--- src/rtl/sample_block_statistics_macros.svh ---
// assertion macros used by the statistics block controller
`ifndef SAMPLE_BLOCK_STATISTICS_MACROS_SVH
`define SAMPLE_BLOCK_STATISTICS_MACROS_SVH

// same-cycle implication, checked out of reset
`define SBS_ASSERT_IMP(label, clk, rst_n, ante, cons) \
    label: assert property (@(posedge clk) disable iff (!rst_n) (ante) |-> (cons)) \
        else $error("sbs assertion failed");

// next-cycle implication, checked out of reset
`define SBS_ASSERT_NXT(label, clk, rst_n, ante, cons) \
    label: assert property (@(posedge clk) disable iff (!rst_n) (ante) |=> (cons)) \
        else $error("sbs assertion failed");

`endif

--- src/rtl/sbs_pkg.sv ---
// package: widths, operand selects and control structs of the statistics block
package sbs_pkg;

    localparam int SMP_W    = 24;
    localparam int CNT_W    = 17;
    localparam int SUM_W    = 40;
    localparam int SSQ_W    = 63;
    localparam int PROD_W   = 80;
    localparam int RAD_W    = 64;
    localparam int ROOT_W   = 32;
    localparam int RES_W    = 24;
    localparam int MCNT_W   = 6;

    localparam int DEF_MAX_SAMPLES = 65536;
    localparam int DEF_SAMPLE_BITS = 24;

    typedef enum logic [1:0] {
        DS_MEAN = 2'd0,
        DS_SQN  = 2'd1,
        DS_VAR  = 2'd2,
        DS_MSQ  = 2'd3
    } t_dsel;

    typedef enum logic [1:0] {
        SS_VAR = 2'd0,
        SS_MSQ = 2'd1,
        SS_RAW = 2'd2
    } t_ssel;

    typedef struct packed {
        logic  take;
        logic  clr;
        logic  mul_start;
        logic  div_start;
        t_dsel div_sel;
        logic  sqrt_start;
        t_ssel sqrt_sel;
    } t_cmd;

    typedef struct packed {
        logic n_ge2;
        logic mul_done;
        logic div_done;
        logic sqrt_done;
    } t_sts;

endpackage

--- src/rtl/sbs_div.sv ---
// restoring divider, one quotient bit per cycle
module sbs_div #(
    parameter int DW = sbs_pkg::PROD_W,
    parameter int VW = sbs_pkg::CNT_W
) (
    input  logic          i_clk,
    input  logic          i_rst_n,
    input  logic          i_start,
    input  logic [DW-1:0] i_dividend,
    input  logic [VW-1:0] i_divisor,
    output logic          o_done,
    output logic [DW-1:0] o_quot
);

    localparam int CW = $clog2(DW + 1);

    logic          r_busy;
    logic          r_done;
    logic [CW-1:0] r_cnt;
    logic [VW-1:0] r_rem;
    logic [VW-1:0] r_dvs;
    logic [DW-1:0] r_quot;
    logic [VW:0]   trial;
    logic [VW:0]   diff;
    logic          ge;

    assign trial = {r_rem, r_quot[DW-1]};
    assign diff  = trial - {1'b0, r_dvs};
    assign ge    = !diff[VW];

    always_ff @(posedge i_clk) begin
        if (!i_rst_n) begin
            r_busy <= 1'b0;
            r_done <= 1'b0;
            r_cnt  <= '0;
        end else begin
            r_done <= 1'b0;
            if (i_start) begin
                r_busy <= 1'b1;
                r_cnt  <= CW'(DW);
            end else if (r_busy) begin
                r_cnt <= r_cnt - 1'b1;
                if (r_cnt == CW'(1)) begin
                    r_busy <= 1'b0;
                    r_done <= 1'b1;
                end
            end
        end
    end

    always_ff @(posedge i_clk) begin
        if (i_start) begin
            r_rem  <= '0;
            r_dvs  <= i_divisor;
            r_quot <= i_dividend;
        end else if (r_busy) begin
            r_rem  <= ge ? diff[VW-1:0] : trial[VW-1:0];
            r_quot <= {r_quot[DW-2:0], ge};
        end
    end

    assign o_done = r_done;
    assign o_quot = r_quot;

endmodule

--- src/rtl/sbs_sqrt.sv ---
// digit-by-digit integer square root, one root bit per cycle
module sbs_sqrt #(
    parameter int RW = sbs_pkg::RAD_W
) (
    input  logic            i_clk,
    input  logic            i_rst_n,
    input  logic            i_start,
    input  logic [RW-1:0]   i_rad,
    output logic            o_done,
    output logic [RW/2-1:0] o_root
);

    localparam int HW = RW / 2;
    localparam int CW = $clog2(HW + 1);

    logic          r_busy;
    logic          r_done;
    logic [CW-1:0] r_cnt;
    logic [RW-1:0] r_rad;
    logic [HW:0]   r_rem;
    logic [HW-1:0] r_root;
    logic [HW+2:0] trial_rem;
    logic [HW+2:0] trial;
    logic [HW+2:0] diff;
    logic          ge;

    assign trial_rem = {r_rem, r_rad[RW-1:RW-2]};
    assign trial     = {1'b0, r_root, 2'b01};
    assign ge        = trial_rem >= trial;
    assign diff      = trial_rem - trial;

    always_ff @(posedge i_clk) begin
        if (!i_rst_n) begin
            r_busy <= 1'b0;
            r_done <= 1'b0;
            r_cnt  <= '0;
        end else begin
            r_done <= 1'b0;
            if (i_start) begin
                r_busy <= 1'b1;
                r_cnt  <= CW'(HW);
            end else if (r_busy) begin
                r_cnt <= r_cnt - 1'b1;
                if (r_cnt == CW'(1)) begin
                    r_busy <= 1'b0;
                    r_done <= 1'b1;
                end
            end
        end
    end

    always_ff @(posedge i_clk) begin
        if (i_start) begin
            r_rad  <= i_rad;
            r_rem  <= '0;
            r_root <= '0;
        end else if (r_busy) begin
            r_rad  <= {r_rad[RW-3:0], 2'b00};
            r_rem  <= ge ? diff[HW:0] : trial_rem[HW:0];
            r_root <= {r_root[HW-2:0], ge};
        end
    end

    assign o_done = r_done;
    assign o_root = r_root;

endmodule

--- src/rtl/sbs_datapath.sv ---
// datapath: sample stage, running accumulators, serial multiply, divide and root
module sbs_datapath #(
    parameter int MAX_SAMPLES = sbs_pkg::DEF_MAX_SAMPLES,
    parameter int SAMPLE_BITS = sbs_pkg::DEF_SAMPLE_BITS
) (
    input  logic                              i_clk,
    input  logic                              i_rst_n,
    input  sbs_pkg::t_cmd                     i_cmd,
    output sbs_pkg::t_sts                     o_sts,
    input  logic signed [sbs_pkg::SMP_W-1:0]  i_sample,
    input  logic                              i_invalid,
    output logic [sbs_pkg::CNT_W-1:0]         o_total_count,
    output logic [sbs_pkg::CNT_W-1:0]         o_valid_count,
    output logic signed [sbs_pkg::SMP_W-1:0]  o_min_value,
    output logic signed [sbs_pkg::SMP_W-1:0]  o_max_value,
    output logic signed [sbs_pkg::SMP_W-1:0]  o_min_positive,
    output logic                              o_positive_found,
    output logic signed [sbs_pkg::SUM_W-1:0]  o_sum_total,
    output logic [sbs_pkg::SSQ_W-1:0]         o_sum_of_squares,
    output logic signed [sbs_pkg::RES_W-1:0]  o_mean_value,
    output logic [sbs_pkg::RES_W-1:0]         o_sigma_value,
    output logic [sbs_pkg::RES_W-1:0]         o_rms_value,
    output logic                              o_empty_res
);

    localparam int SW = sbs_pkg::SMP_W;
    localparam int SH = SW - SAMPLE_BITS;
    localparam logic signed [SW-1:0] POS_MAX = SW'((64'd1 << (SAMPLE_BITS - 1)) - 64'd1);
    localparam logic [sbs_pkg::CNT_W-1:0] CNT_MAX = sbs_pkg::CNT_W'(MAX_SAMPLES);

    logic signed [SW-1:0]               x_ext;
    logic signed [SW-1:0]               r_px;
    logic                               r_pbad;
    logic                               r_pvld;
    logic [sbs_pkg::CNT_W-1:0]          r_seen;
    logic [sbs_pkg::CNT_W-1:0]          r_good;
    logic signed [SW-1:0]               r_min;
    logic signed [SW-1:0]               r_max;
    logic signed [SW-1:0]               r_minpos;
    logic                               r_pos;
    logic signed [sbs_pkg::SUM_W-1:0]   r_sum;
    logic [sbs_pkg::SSQ_W-1:0]          r_ssq;
    logic [SW-1:0]                      mag;
    logic [2*SW-1:0]                    sq;
    logic                               upd;

    logic [sbs_pkg::SUM_W-1:0]          s_abs;
    logic [sbs_pkg::PROD_W-1:0]         r_mcand;
    logic [sbs_pkg::SUM_W-1:0]          r_mplier;
    logic [sbs_pkg::PROD_W-1:0]         r_prod;
    logic [sbs_pkg::MCNT_W-1:0]         r_mcnt;
    logic                               r_mbusy;
    logic                               r_mdone;

    logic [sbs_pkg::PROD_W-1:0]         div_dividend;
    logic [sbs_pkg::CNT_W-1:0]          div_divisor;
    logic                               div_done;
    logic [sbs_pkg::PROD_W-1:0]         div_quot;
    logic [sbs_pkg::SSQ_W-1:0]          dev_sq;
    sbs_pkg::t_dsel                     r_dsel;
    logic [SW-1:0]                      r_meanq;

    logic [sbs_pkg::RAD_W-1:0]          sqrt_rad;
    logic                               sqrt_done;
    logic [sbs_pkg::ROOT_W-1:0]         sqrt_root;
    sbs_pkg::t_ssel                     r_ssel;
    logic [sbs_pkg::ROOT_W-1:0]         r_sig_root;
    logic [sbs_pkg::ROOT_W-1:0]         r_rms_root;
    logic [SW:0]                        span;
    logic                               n_ge2;

    // low SAMPLE_BITS bits, sign from the top one
    logic signed [SW-1:0] x_shl;
    assign x_shl = i_sample <<< SH;
    assign x_ext = x_shl >>> SH;

    assign mag = r_px[SW-1] ? SW'(-r_px) : r_px;
    assign sq  = mag * mag;
    assign upd = r_pvld && !r_pbad && (r_seen < CNT_MAX);

    always_ff @(posedge i_clk) begin
        if (!i_rst_n) begin
            r_pvld <= 1'b0;
        end else begin
            r_pvld <= i_cmd.take;
        end
    end

    always_ff @(posedge i_clk) begin
        if (i_cmd.take) begin
            r_px   <= x_ext;
            r_pbad <= i_invalid;
        end
    end

    always_ff @(posedge i_clk) begin
        if (!i_rst_n || i_cmd.clr) begin
            r_seen   <= '0;
            r_good   <= '0;
            r_min    <= '0;
            r_max    <= '0;
            r_minpos <= POS_MAX;
            r_pos    <= 1'b0;
            r_sum    <= '0;
            r_ssq    <= '0;
        end else if (r_pvld && (r_seen < CNT_MAX)) begin
            r_seen <= r_seen + 1'b1;
            if (upd) begin
                if (r_good == '0) begin
                    r_min <= r_px;
                    r_max <= r_px;
                end else begin
                    if (r_px < r_min) r_min <= r_px;
                    if (r_px > r_max) r_max <= r_px;
                end
                if ((r_px > 0) && (!r_pos || (r_px < r_minpos))) begin
                    r_minpos <= r_px;
                    r_pos    <= 1'b1;
                end
                r_sum  <= r_sum + sbs_pkg::SUM_W'(r_px);
                r_ssq  <= r_ssq + sbs_pkg::SSQ_W'(sq);
                r_good <= r_good + 1'b1;
            end
        end
    end

    // shift-add square of |sum|
    assign s_abs = r_sum[sbs_pkg::SUM_W-1] ? sbs_pkg::SUM_W'(-r_sum) : sbs_pkg::SUM_W'(r_sum);

    always_ff @(posedge i_clk) begin
        if (!i_rst_n) begin
            r_mbusy <= 1'b0;
            r_mdone <= 1'b0;
            r_mcnt  <= '0;
        end else begin
            r_mdone <= 1'b0;
            if (i_cmd.mul_start) begin
                r_mbusy <= 1'b1;
                r_mcnt  <= sbs_pkg::MCNT_W'(sbs_pkg::SUM_W);
            end else if (r_mbusy) begin
                r_mcnt <= r_mcnt - 1'b1;
                if (r_mcnt == sbs_pkg::MCNT_W'(1)) begin
                    r_mbusy <= 1'b0;
                    r_mdone <= 1'b1;
                end
            end
        end
    end

    always_ff @(posedge i_clk) begin
        if (i_cmd.mul_start) begin
            r_mcand  <= sbs_pkg::PROD_W'(s_abs);
            r_mplier <= s_abs;
            r_prod   <= '0;
        end else if (r_mbusy) begin
            r_mcand  <= {r_mcand[sbs_pkg::PROD_W-2:0], 1'b0};
            r_mplier <= {1'b0, r_mplier[sbs_pkg::SUM_W-1:1]};
            if (r_mplier[0]) r_prod <= r_prod + r_mcand;
        end
    end

    // sumsq minus sum^2/n, clamped at zero
    assign dev_sq = (r_ssq > div_quot[sbs_pkg::SSQ_W-1:0])
                  ? r_ssq - div_quot[sbs_pkg::SSQ_W-1:0] : '0;

    always_comb begin
        div_divisor = r_good;
        case (i_cmd.div_sel)
            sbs_pkg::DS_MEAN: div_dividend = sbs_pkg::PROD_W'(s_abs);
            sbs_pkg::DS_SQN:  div_dividend = r_prod;
            sbs_pkg::DS_VAR: begin
                div_dividend = sbs_pkg::PROD_W'(dev_sq);
                div_divisor  = r_good - 1'b1;
            end
            default:          div_dividend = sbs_pkg::PROD_W'(r_ssq);
        endcase
    end

    sbs_div #(
        .DW (sbs_pkg::PROD_W),
        .VW (sbs_pkg::CNT_W)
    ) u_div (
        .i_clk      (i_clk),
        .i_rst_n    (i_rst_n),
        .i_start    (i_cmd.div_start),
        .i_dividend (div_dividend),
        .i_divisor  (div_divisor),
        .o_done     (div_done),
        .o_quot     (div_quot)
    );

    always_ff @(posedge i_clk) begin
        if (i_cmd.div_start) r_dsel <= i_cmd.div_sel;
        if (div_done && (r_dsel == sbs_pkg::DS_MEAN)) r_meanq <= div_quot[SW-1:0];
    end

    assign sqrt_rad = (i_cmd.sqrt_sel == sbs_pkg::SS_RAW)
                    ? sbs_pkg::RAD_W'(r_ssq)
                    : sbs_pkg::RAD_W'(div_quot[sbs_pkg::SSQ_W-1:0]);

    sbs_sqrt #(
        .RW (sbs_pkg::RAD_W)
    ) u_sqrt (
        .i_clk   (i_clk),
        .i_rst_n (i_rst_n),
        .i_start (i_cmd.sqrt_start),
        .i_rad   (sqrt_rad),
        .o_done  (sqrt_done),
        .o_root  (sqrt_root)
    );

    always_ff @(posedge i_clk) begin
        if (i_cmd.sqrt_start) r_ssel <= i_cmd.sqrt_sel;
        if (sqrt_done) begin
            if (r_ssel == sbs_pkg::SS_VAR) r_sig_root <= sqrt_root;
            else r_rms_root <= sqrt_root;
        end
    end

    assign n_ge2 = r_good >= sbs_pkg::CNT_W'(2);
    assign span  = (SW + 1)'(r_max) - (SW + 1)'(r_min);

    assign o_sts.n_ge2     = n_ge2;
    assign o_sts.mul_done  = r_mdone;
    assign o_sts.div_done  = div_done;
    assign o_sts.sqrt_done = sqrt_done;

    assign o_total_count    = r_seen;
    assign o_valid_count    = r_good;
    assign o_min_value      = r_min;
    assign o_max_value      = r_max;
    assign o_min_positive   = r_minpos;
    assign o_positive_found = r_pos;
    assign o_sum_total      = r_sum;
    assign o_sum_of_squares = r_ssq;
    assign o_empty_res      = (r_good == '0);

    assign o_mean_value = !n_ge2 ? '0
                        : (r_sum[sbs_pkg::SUM_W-1] ? SW'(-r_meanq) : r_meanq);
    assign o_sigma_value = !n_ge2 ? span[SW-1:0]
                         : ((r_sig_root[sbs_pkg::ROOT_W-1:SW] != '0) ? '1
                            : r_sig_root[SW-1:0]);
    assign o_rms_value = (r_rms_root[sbs_pkg::ROOT_W-1:SW] != '0) ? '1
                       : r_rms_root[SW-1:0];

endmodule

--- src/rtl/sbs_ctrl.sv ---
// controller: run accumulation, then sequence the closing arithmetic
`include "sample_block_statistics_macros.svh"
module sbs_ctrl (
    input  logic          i_clk,
    input  logic          i_rst_n,
    input  logic          i_valid,
    input  logic          i_last,
    output logic          o_stall,
    output logic          o_valid,
    input  logic          i_stall,
    output sbs_pkg::t_cmd o_cmd,
    input  sbs_pkg::t_sts i_sts
);

    typedef enum logic [10:0] {
        S_RUN   = 11'b00000000001,
        S_DRAIN = 11'b00000000010,
        S_EVAL  = 11'b00000000100,
        S_MUL   = 11'b00000001000,
        S_DIVM  = 11'b00000010000,
        S_DIVQ  = 11'b00000100000,
        S_DIVV  = 11'b00001000000,
        S_SQV   = 11'b00010000000,
        S_DIVR  = 11'b00100000000,
        S_SQR   = 11'b01000000000,
        S_OUT   = 11'b10000000000
    } t_state;

    t_state        r_state;
    t_state        n_state;
    sbs_pkg::t_cmd cmd;

    always_comb begin
        n_state        = r_state;
        cmd            = '0;
        cmd.div_sel    = sbs_pkg::DS_MEAN;
        cmd.sqrt_sel   = sbs_pkg::SS_VAR;
        unique case (r_state)
            S_RUN: begin
                cmd.take = i_valid;
                if (i_valid && i_last) n_state = S_DRAIN;
            end
            S_DRAIN: n_state = S_EVAL;
            S_EVAL: begin
                if (i_sts.n_ge2) begin
                    cmd.mul_start = 1'b1;
                    n_state       = S_MUL;
                end else begin
                    cmd.sqrt_start = 1'b1;
                    cmd.sqrt_sel   = sbs_pkg::SS_RAW;
                    n_state        = S_SQR;
                end
            end
            S_MUL: begin
                if (i_sts.mul_done) begin
                    cmd.div_start = 1'b1;
                    cmd.div_sel   = sbs_pkg::DS_MEAN;
                    n_state       = S_DIVM;
                end
            end
            S_DIVM: begin
                if (i_sts.div_done) begin
                    cmd.div_start = 1'b1;
                    cmd.div_sel   = sbs_pkg::DS_SQN;
                    n_state       = S_DIVQ;
                end
            end
            S_DIVQ: begin
                if (i_sts.div_done) begin
                    cmd.div_start = 1'b1;
                    cmd.div_sel   = sbs_pkg::DS_VAR;
                    n_state       = S_DIVV;
                end
            end
            S_DIVV: begin
                if (i_sts.div_done) begin
                    cmd.sqrt_start = 1'b1;
                    cmd.sqrt_sel   = sbs_pkg::SS_VAR;
                    n_state        = S_SQV;
                end
            end
            S_SQV: begin
                if (i_sts.sqrt_done) begin
                    cmd.div_start = 1'b1;
                    cmd.div_sel   = sbs_pkg::DS_MSQ;
                    n_state       = S_DIVR;
                end
            end
            S_DIVR: begin
                if (i_sts.div_done) begin
                    cmd.sqrt_start = 1'b1;
                    cmd.sqrt_sel   = sbs_pkg::SS_MSQ;
                    n_state        = S_SQR;
                end
            end
            S_SQR: begin
                if (i_sts.sqrt_done) n_state = S_OUT;
            end
            S_OUT: begin
                if (!i_stall) begin
                    cmd.clr = 1'b1;
                    n_state = S_RUN;
                end
            end
            default: n_state = S_RUN;
        endcase
    end

    always_ff @(posedge i_clk) begin
        if (!i_rst_n) begin
            r_state <= S_RUN;
        end else begin
            r_state <= n_state;
        end
    end

    assign o_cmd   = cmd;
    assign o_stall = (r_state != S_RUN);
    assign o_valid = (r_state == S_OUT);

    `SBS_ASSERT_IMP(a_result_holds_input, i_clk, i_rst_n, o_valid, o_stall)
    `SBS_ASSERT_NXT(a_last_drains, i_clk, i_rst_n, cmd.take && i_last, r_state == S_DRAIN)
    `SBS_ASSERT_IMP(a_div_done_in_div, i_clk, i_rst_n, i_sts.div_done, (r_state == S_DIVM) || (r_state == S_DIVQ) || (r_state == S_DIVV) || (r_state == S_DIVR))

endmodule

--- src/rtl/sample_block_statistics.sv ---
// top level: running min, max, mean, sigma and rms over a sample run
//
//   channel   direction  handshake          payload
//   samples   in         i_valid / o_stall  i_sample, i_invalid, i_last
//   results   out        o_valid / i_stall  o_total_count .. o_empty_res
//
// one sample per cycle while a run accumulates
// after the last sample the input stalls: the drain and eval states settle, then with two
// or more valid samples a serial square, four divides and two roots follow,
// otherwise a single root
// the result holds until taken; the input stays stalled meanwhile
// synchronous active-low reset clears the run
module sample_block_statistics #(
    parameter int MAX_SAMPLES = sbs_pkg::DEF_MAX_SAMPLES,
    parameter int SAMPLE_BITS = sbs_pkg::DEF_SAMPLE_BITS
) (
    input  logic                              i_clk,
    input  logic                              i_rst_n,
    input  logic                              i_valid,
    output logic                              o_stall,
    input  logic signed [sbs_pkg::SMP_W-1:0]  i_sample,
    input  logic                              i_invalid,
    input  logic                              i_last,
    output logic                              o_valid,
    input  logic                              i_stall,
    output logic [sbs_pkg::CNT_W-1:0]         o_total_count,
    output logic [sbs_pkg::CNT_W-1:0]         o_valid_count,
    output logic signed [sbs_pkg::SMP_W-1:0]  o_min_value,
    output logic signed [sbs_pkg::SMP_W-1:0]  o_max_value,
    output logic signed [sbs_pkg::SMP_W-1:0]  o_min_positive,
    output logic                              o_positive_found,
    output logic signed [sbs_pkg::SUM_W-1:0]  o_sum_total,
    output logic [sbs_pkg::SSQ_W-1:0]         o_sum_of_squares,
    output logic signed [sbs_pkg::RES_W-1:0]  o_mean_value,
    output logic [sbs_pkg::RES_W-1:0]         o_sigma_value,
    output logic [sbs_pkg::RES_W-1:0]         o_rms_value,
    output logic                              o_empty_res
);

    sbs_pkg::t_cmd cmd;
    sbs_pkg::t_sts sts;

    sbs_ctrl u_ctrl (
        .i_clk   (i_clk),
        .i_rst_n (i_rst_n),
        .i_valid (i_valid),
        .i_last  (i_last),
        .o_stall (o_stall),
        .o_valid (o_valid),
        .i_stall (i_stall),
        .o_cmd   (cmd),
        .i_sts   (sts)
    );

    sbs_datapath #(
        .MAX_SAMPLES (MAX_SAMPLES),
        .SAMPLE_BITS (SAMPLE_BITS)
    ) u_datapath (
        .i_clk            (i_clk),
        .i_rst_n          (i_rst_n),
        .i_cmd            (cmd),
        .o_sts            (sts),
        .i_sample         (i_sample),
        .i_invalid        (i_invalid),
        .o_total_count    (o_total_count),
        .o_valid_count    (o_valid_count),
        .o_min_value      (o_min_value),
        .o_max_value      (o_max_value),
        .o_min_positive   (o_min_positive),
        .o_positive_found (o_positive_found),
        .o_sum_total      (o_sum_total),
        .o_sum_of_squares (o_sum_of_squares),
        .o_mean_value     (o_mean_value),
        .o_sigma_value    (o_sigma_value),
        .o_rms_value      (o_rms_value),
        .o_empty_res      (o_empty_res)
    );

endmodule
--- config.mk ---
export PLATFORM = sky130hd
export DESIGN_NAME = sample_block_statistics
export DESIGN_NICKNAME = d
export VERILOG_FILES = /design/src/rtl/sbs_pkg.sv /design/src/rtl/sbs_div.sv /design/src/rtl/sbs_sqrt.sv /design/src/rtl/sbs_datapath.sv /design/src/rtl/sbs_ctrl.sv /design/src/rtl/sample_block_statistics.sv
export VERILOG_INCLUDE_DIRS = /design/src /design/src/rtl
export SDC_FILE = /design/constraint.sdc
export NUM_CORES = 2
export LEC_CHECK = 0
export CAP_MARGIN = 40
export CELL_PAD_IN_SITES_DETAIL_PLACEMENT = 1
export CELL_PAD_IN_SITES_GLOBAL_PLACEMENT = 1
export CORE_MARGIN = 3
export CORE_UTILIZATION = 45
export DETAILED_ROUTE_END_ITERATION = 8
export DONT_BUFFER_PORTS = 1
export PLACE_DENSITY_LB_ADDON = 0.1
export SLEW_MARGIN = 20
export SYNTH_ARGS = -nofsm -noshare
export SYNTH_HDL_FRONTEND = slang
export SYNTH_SLANG_ARGS = --single-unit
--- constraint.sdc ---
create_clock -name i_clk -period 13.9 [get_ports i_clk]
set_clock_uncertainty 0.15 [all_clocks]
set_input_delay 0.695 -clock i_clk [delete_from_list [all_inputs] [get_ports i_clk]]
set_output_delay 0.695 -clock i_clk [all_outputs]
set_load 0.01 [all_outputs]
==> impl_metrics.csv <==
group,metric,value,unit
clocking,root_buffer,"clkbuf_16",
synthesis,ys_warn_count,0,
routing,post_drt_wl_per_cell,24.8,um
worst_setup_path,critPathBufInv,5,
layout,multi_input_area,42700,um2
floorplanning,coreArea,148000,um2
routing,via_per_inst,5.86,
synthesis,async_flop_share,0,%
sta,relSlewSlack,33.1,%
clocking,path_clk_slew,0.06,ns
clocking,cts_tree,"yes",
sta,max_clock_freq,0.0920,GHz
worst_setup_path,critPathMaxFanout,16,
synthesis,synth_edf_count,358,
sta,rsz0062_at_grt,"false",
synthesis,ys_seq_area_share,29.4,%
floorplanning,die-area,154000,um2
layout,layout.nets,8654,
placed_design,gp_congestion,0.953,
worst_setup_path,cpLargestDelayFamily,"adder cells",
floorplanning,dieHeight,392,um
synthesis,syn_inst,7696,
worst_setup_path,crit_arrival,11.34,ns
grt,grt_pass1_vias,59700,
sta,tns,0,ns
grt,grt_use_met2,51.8,%
synthesis,syn_avg_cell_area,8.73,um2
placed_design,dp.final_hpwl,185000,um
worst_setup_path,max_stage_delay,0.64,ns
routing,ant_nets,0,
routing,vias,56600,
grt,grt_pass1_wl,366000,um
layout,syn_to_final_growth,9.60,%
placed_design,place_area,69700,um2
synthesis,ys_ff_latch,807,
worst_setup_path,slowest_stage,"o21ai_0",
grt,grt_max_degree,216,
grt,grt_usage,31.0,%
sta,period_minus_slack,10.87,ns
sta,setup_viol,0,
worst_setup_path,cp-end-kind,"register",
routing,drc_errors,0,
layout,post-route-cell-area,73700,um2
worst_setup_path,reg2reg_slack,3.03,ns
clocking,numClockSinks,807,
grt,use_met3,4.86,%
sta,hold_viol_final,0,
worst_hold_path,hold_class,"in2reg",
floorplanning,start_util,45.4,%
worst_setup_path,crit_required,14.37,ns
layout,post-route-util,49.8,%
sta,drv_slew,0,
synthesis,synth_top_area_share,16.0,%
routing,wl,239000,um
floorplanning,num_io_pins,315,
worst_setup_path,cpMostUsedCell,"fa_1",
grt,antenna_found_initial,3,
clocking,clockBufferDepth,3,
layout,seq_area,19700,um2
floorplanning,placementRows,141,
grt,met1_usage,39.8,%
sta,period_share,78.2,%
layout,drive_gt1_share,5.11,%
clocking,post_cts_buffers,0,
synthesis,ys_top_cells_by_count,"inv_1 (971), nand2_1 (923), nor2_1 (568)",
placed_design,io_buffers,0,
worst_setup_path,worstSetupPathType,"reg2reg",
sta,tightest_slew,1.00,ns
synthesis,synthFlopType,"dfxtp_1",
run,maxCapViolations,0,
synthesis,synth_most_common_cell,"inv_1",
worst_setup_path,start_kind,"register",
routing,drtPass1Iterations,6,
clocking,clk-insertion-delay-late,0.75,ns
floorplanning,die_x,392,um
clocking,htree_levels,3,
layout,fillers,17200,
grt,grt_busiest_layer,"met2",
grt,grt_overflow_total,0,
synthesis,synth_top_cell_by_area,"edfxtp_1",
synthesis,syn-cell-area,67200,um2
synthesis,ys_types,96,
routing,first_iter_violations,3705,
run_status,status,"finished clean",
synthesis,synthTopCellsByArea,"edfxtp_1 (16%), fa_1 (14%), dfxtp_1 (13%), ha_1 (9.6%), inv_1 (5.4%)",
clocking,numCtsBuffers,99,
==> metrics by stage <==
| step | cells | setup slack [ns] | hold slack [ns] |
|---|---|---|---|
| 6_report | 9654 | 3.03 | 0.0624 |
| 2_1_floorplan | 7714 | 4.65 | 0.296 |
| 3_3_place_gp | 9406 | 3.03 | 0.309 |
| 4_1_cts | 9636 | 2.37 | 0.0144 |
| 5_1_grt | 9653 | 2.46 | 0.0686 |
| 3_5_place_dp | 9423 | 2.49 | 0.319 |
==> cells in the final DEF, fill, tap and decap left out, drive strengths merged, types with 38 or more instances in the layout <==
| cell type | count |
|---|---|
| a22oi | 38 |
| edfxtp | 358 |
| and3 | 44 |
| xor2 | 199 |
| mux2i | 162 |
| o21a | 115 |
| inv | 981 |
| o21bai | 53 |
| xnor2 | 210 |
| o21ai | 372 |
| a31oi | 94 |
| a21o | 184 |
| dfxtp | 449 |
| nand2b | 56 |
| nand2 | 923 |
| o22ai | 46 |
| fa | 480 |
| or3 | 48 |
| nor2 | 570 |
| nand4 | 98 |
| nor2b | 53 |
| a21oi | 550 |
| buf | 126 |
| ha | 515 |
| o31ai | 41 |
| a211oi | 49 |
| nand3 | 136 |
| nor3 | 126 |
| clkbuf | 141 |
==> metal layers <==
metal | vias up | wire length, um | part of all wire (%)
li1 | 26100 | - | -
met1 | 28700 | 103000 | 43
met2 | 1345 | 113000 | 47
met3 | 425 | 13100 | 5.5
met4 | 2 | 10700 | 4.5
met5 | - | 10 | 0.0042
==> path summary, 6_finish.rpt <==
| kind | endpoint | from | cells after the start |
|---|---|---|---|
| worst max-delay path | u_datapath.o_sum_of_squares[60] | u_datapath.r_px[2] | 31 |
| worst max register to register | u_datapath.o_sum_of_squares[60] | u_datapath.r_px[2] | 31 |
| worst min-delay path | u_datapath.r_mcnt[2] | i_rst_n | 2 |
| worst min register to register | u_datapath.r_prod[70] | u_datapath.r_prod[70] | 2 |
==> registers in the layout, summed over array words and instances (netlist names), 6 cells and up <==
signal / cells
u_ctrl.r_state: 11
u_datapath.o_max_value: 24
u_datapath.o_min_positive: 24
u_datapath.o_min_value: 24
u_datapath.o_sum_of_squares: 63
u_datapath.o_sum_total: 40
u_datapath.o_total_count: 17
u_datapath.o_valid_count: 17
u_datapath.r_mcand: 80
u_datapath.r_mcnt: 6
u_datapath.r_meanq: 24
u_datapath.r_mplier: 40
u_datapath.r_prod: 80
u_datapath.r_px: 24
u_datapath.r_rms_root: 32
u_datapath.r_sig_root: 32
u_datapath.u_div.o_quot: 80
u_datapath.u_div.r_cnt: 7
u_datapath.u_div.r_dvs: 17
u_datapath.u_div.r_rem: 17
u_datapath.u_sqrt.o_root: 32
u_datapath.u_sqrt.r_cnt: 6
u_datapath.u_sqrt.r_rad: 64
u_datapath.u_sqrt.r_rem: 33
==> area by class of cell <==
| cell class | count | area share (%) |
|---|---|---|
| multi-input cells | 5583 | 58.0 |
| flip-flops and latches | 807 | 26.8 |
| inverters | 980 | 5.00 |
| clock buffers | 137 | 3.95 |
| well taps | 1930 | 3.28 |
| repair buffers | 158 | 2.01 |
| clock inverters | 49 | 0.902 |
| diodes | 10 | 0.0340 |
==> worst reg2reg max path: cells and delay by family, from the launching register on <==
kind	cells	cell delay (ns)
compound gates	10	2.57
fa+ha+maj	8	4.07
xor+xnor	1	0.11
flops	1	0.55
buf+inv	5	1.11
simple gates	7	2.18
==> cells by family after synthesis <==
logic type      after synthesis  synth area share [%]
simple gates               2201                  14.7
compound gates             1793                  16.8
buf+inv                    1324                  7.43
fa+ha+maj                   995                  23.9
flops                       807                  29.4
xor+xnor                    409                  5.33
mux                         165                  2.46
other cells                   2                0.0112
==> what timing repair did <==
item,4_1_cts,5_1_grt
hold endpoints to repair,45,0
gates resized for setup,0,0
hold buffers,27,0
Power is not shown: default switching activity piles up to over one toggle a cycle in this logic, so the estimate is an artifact.
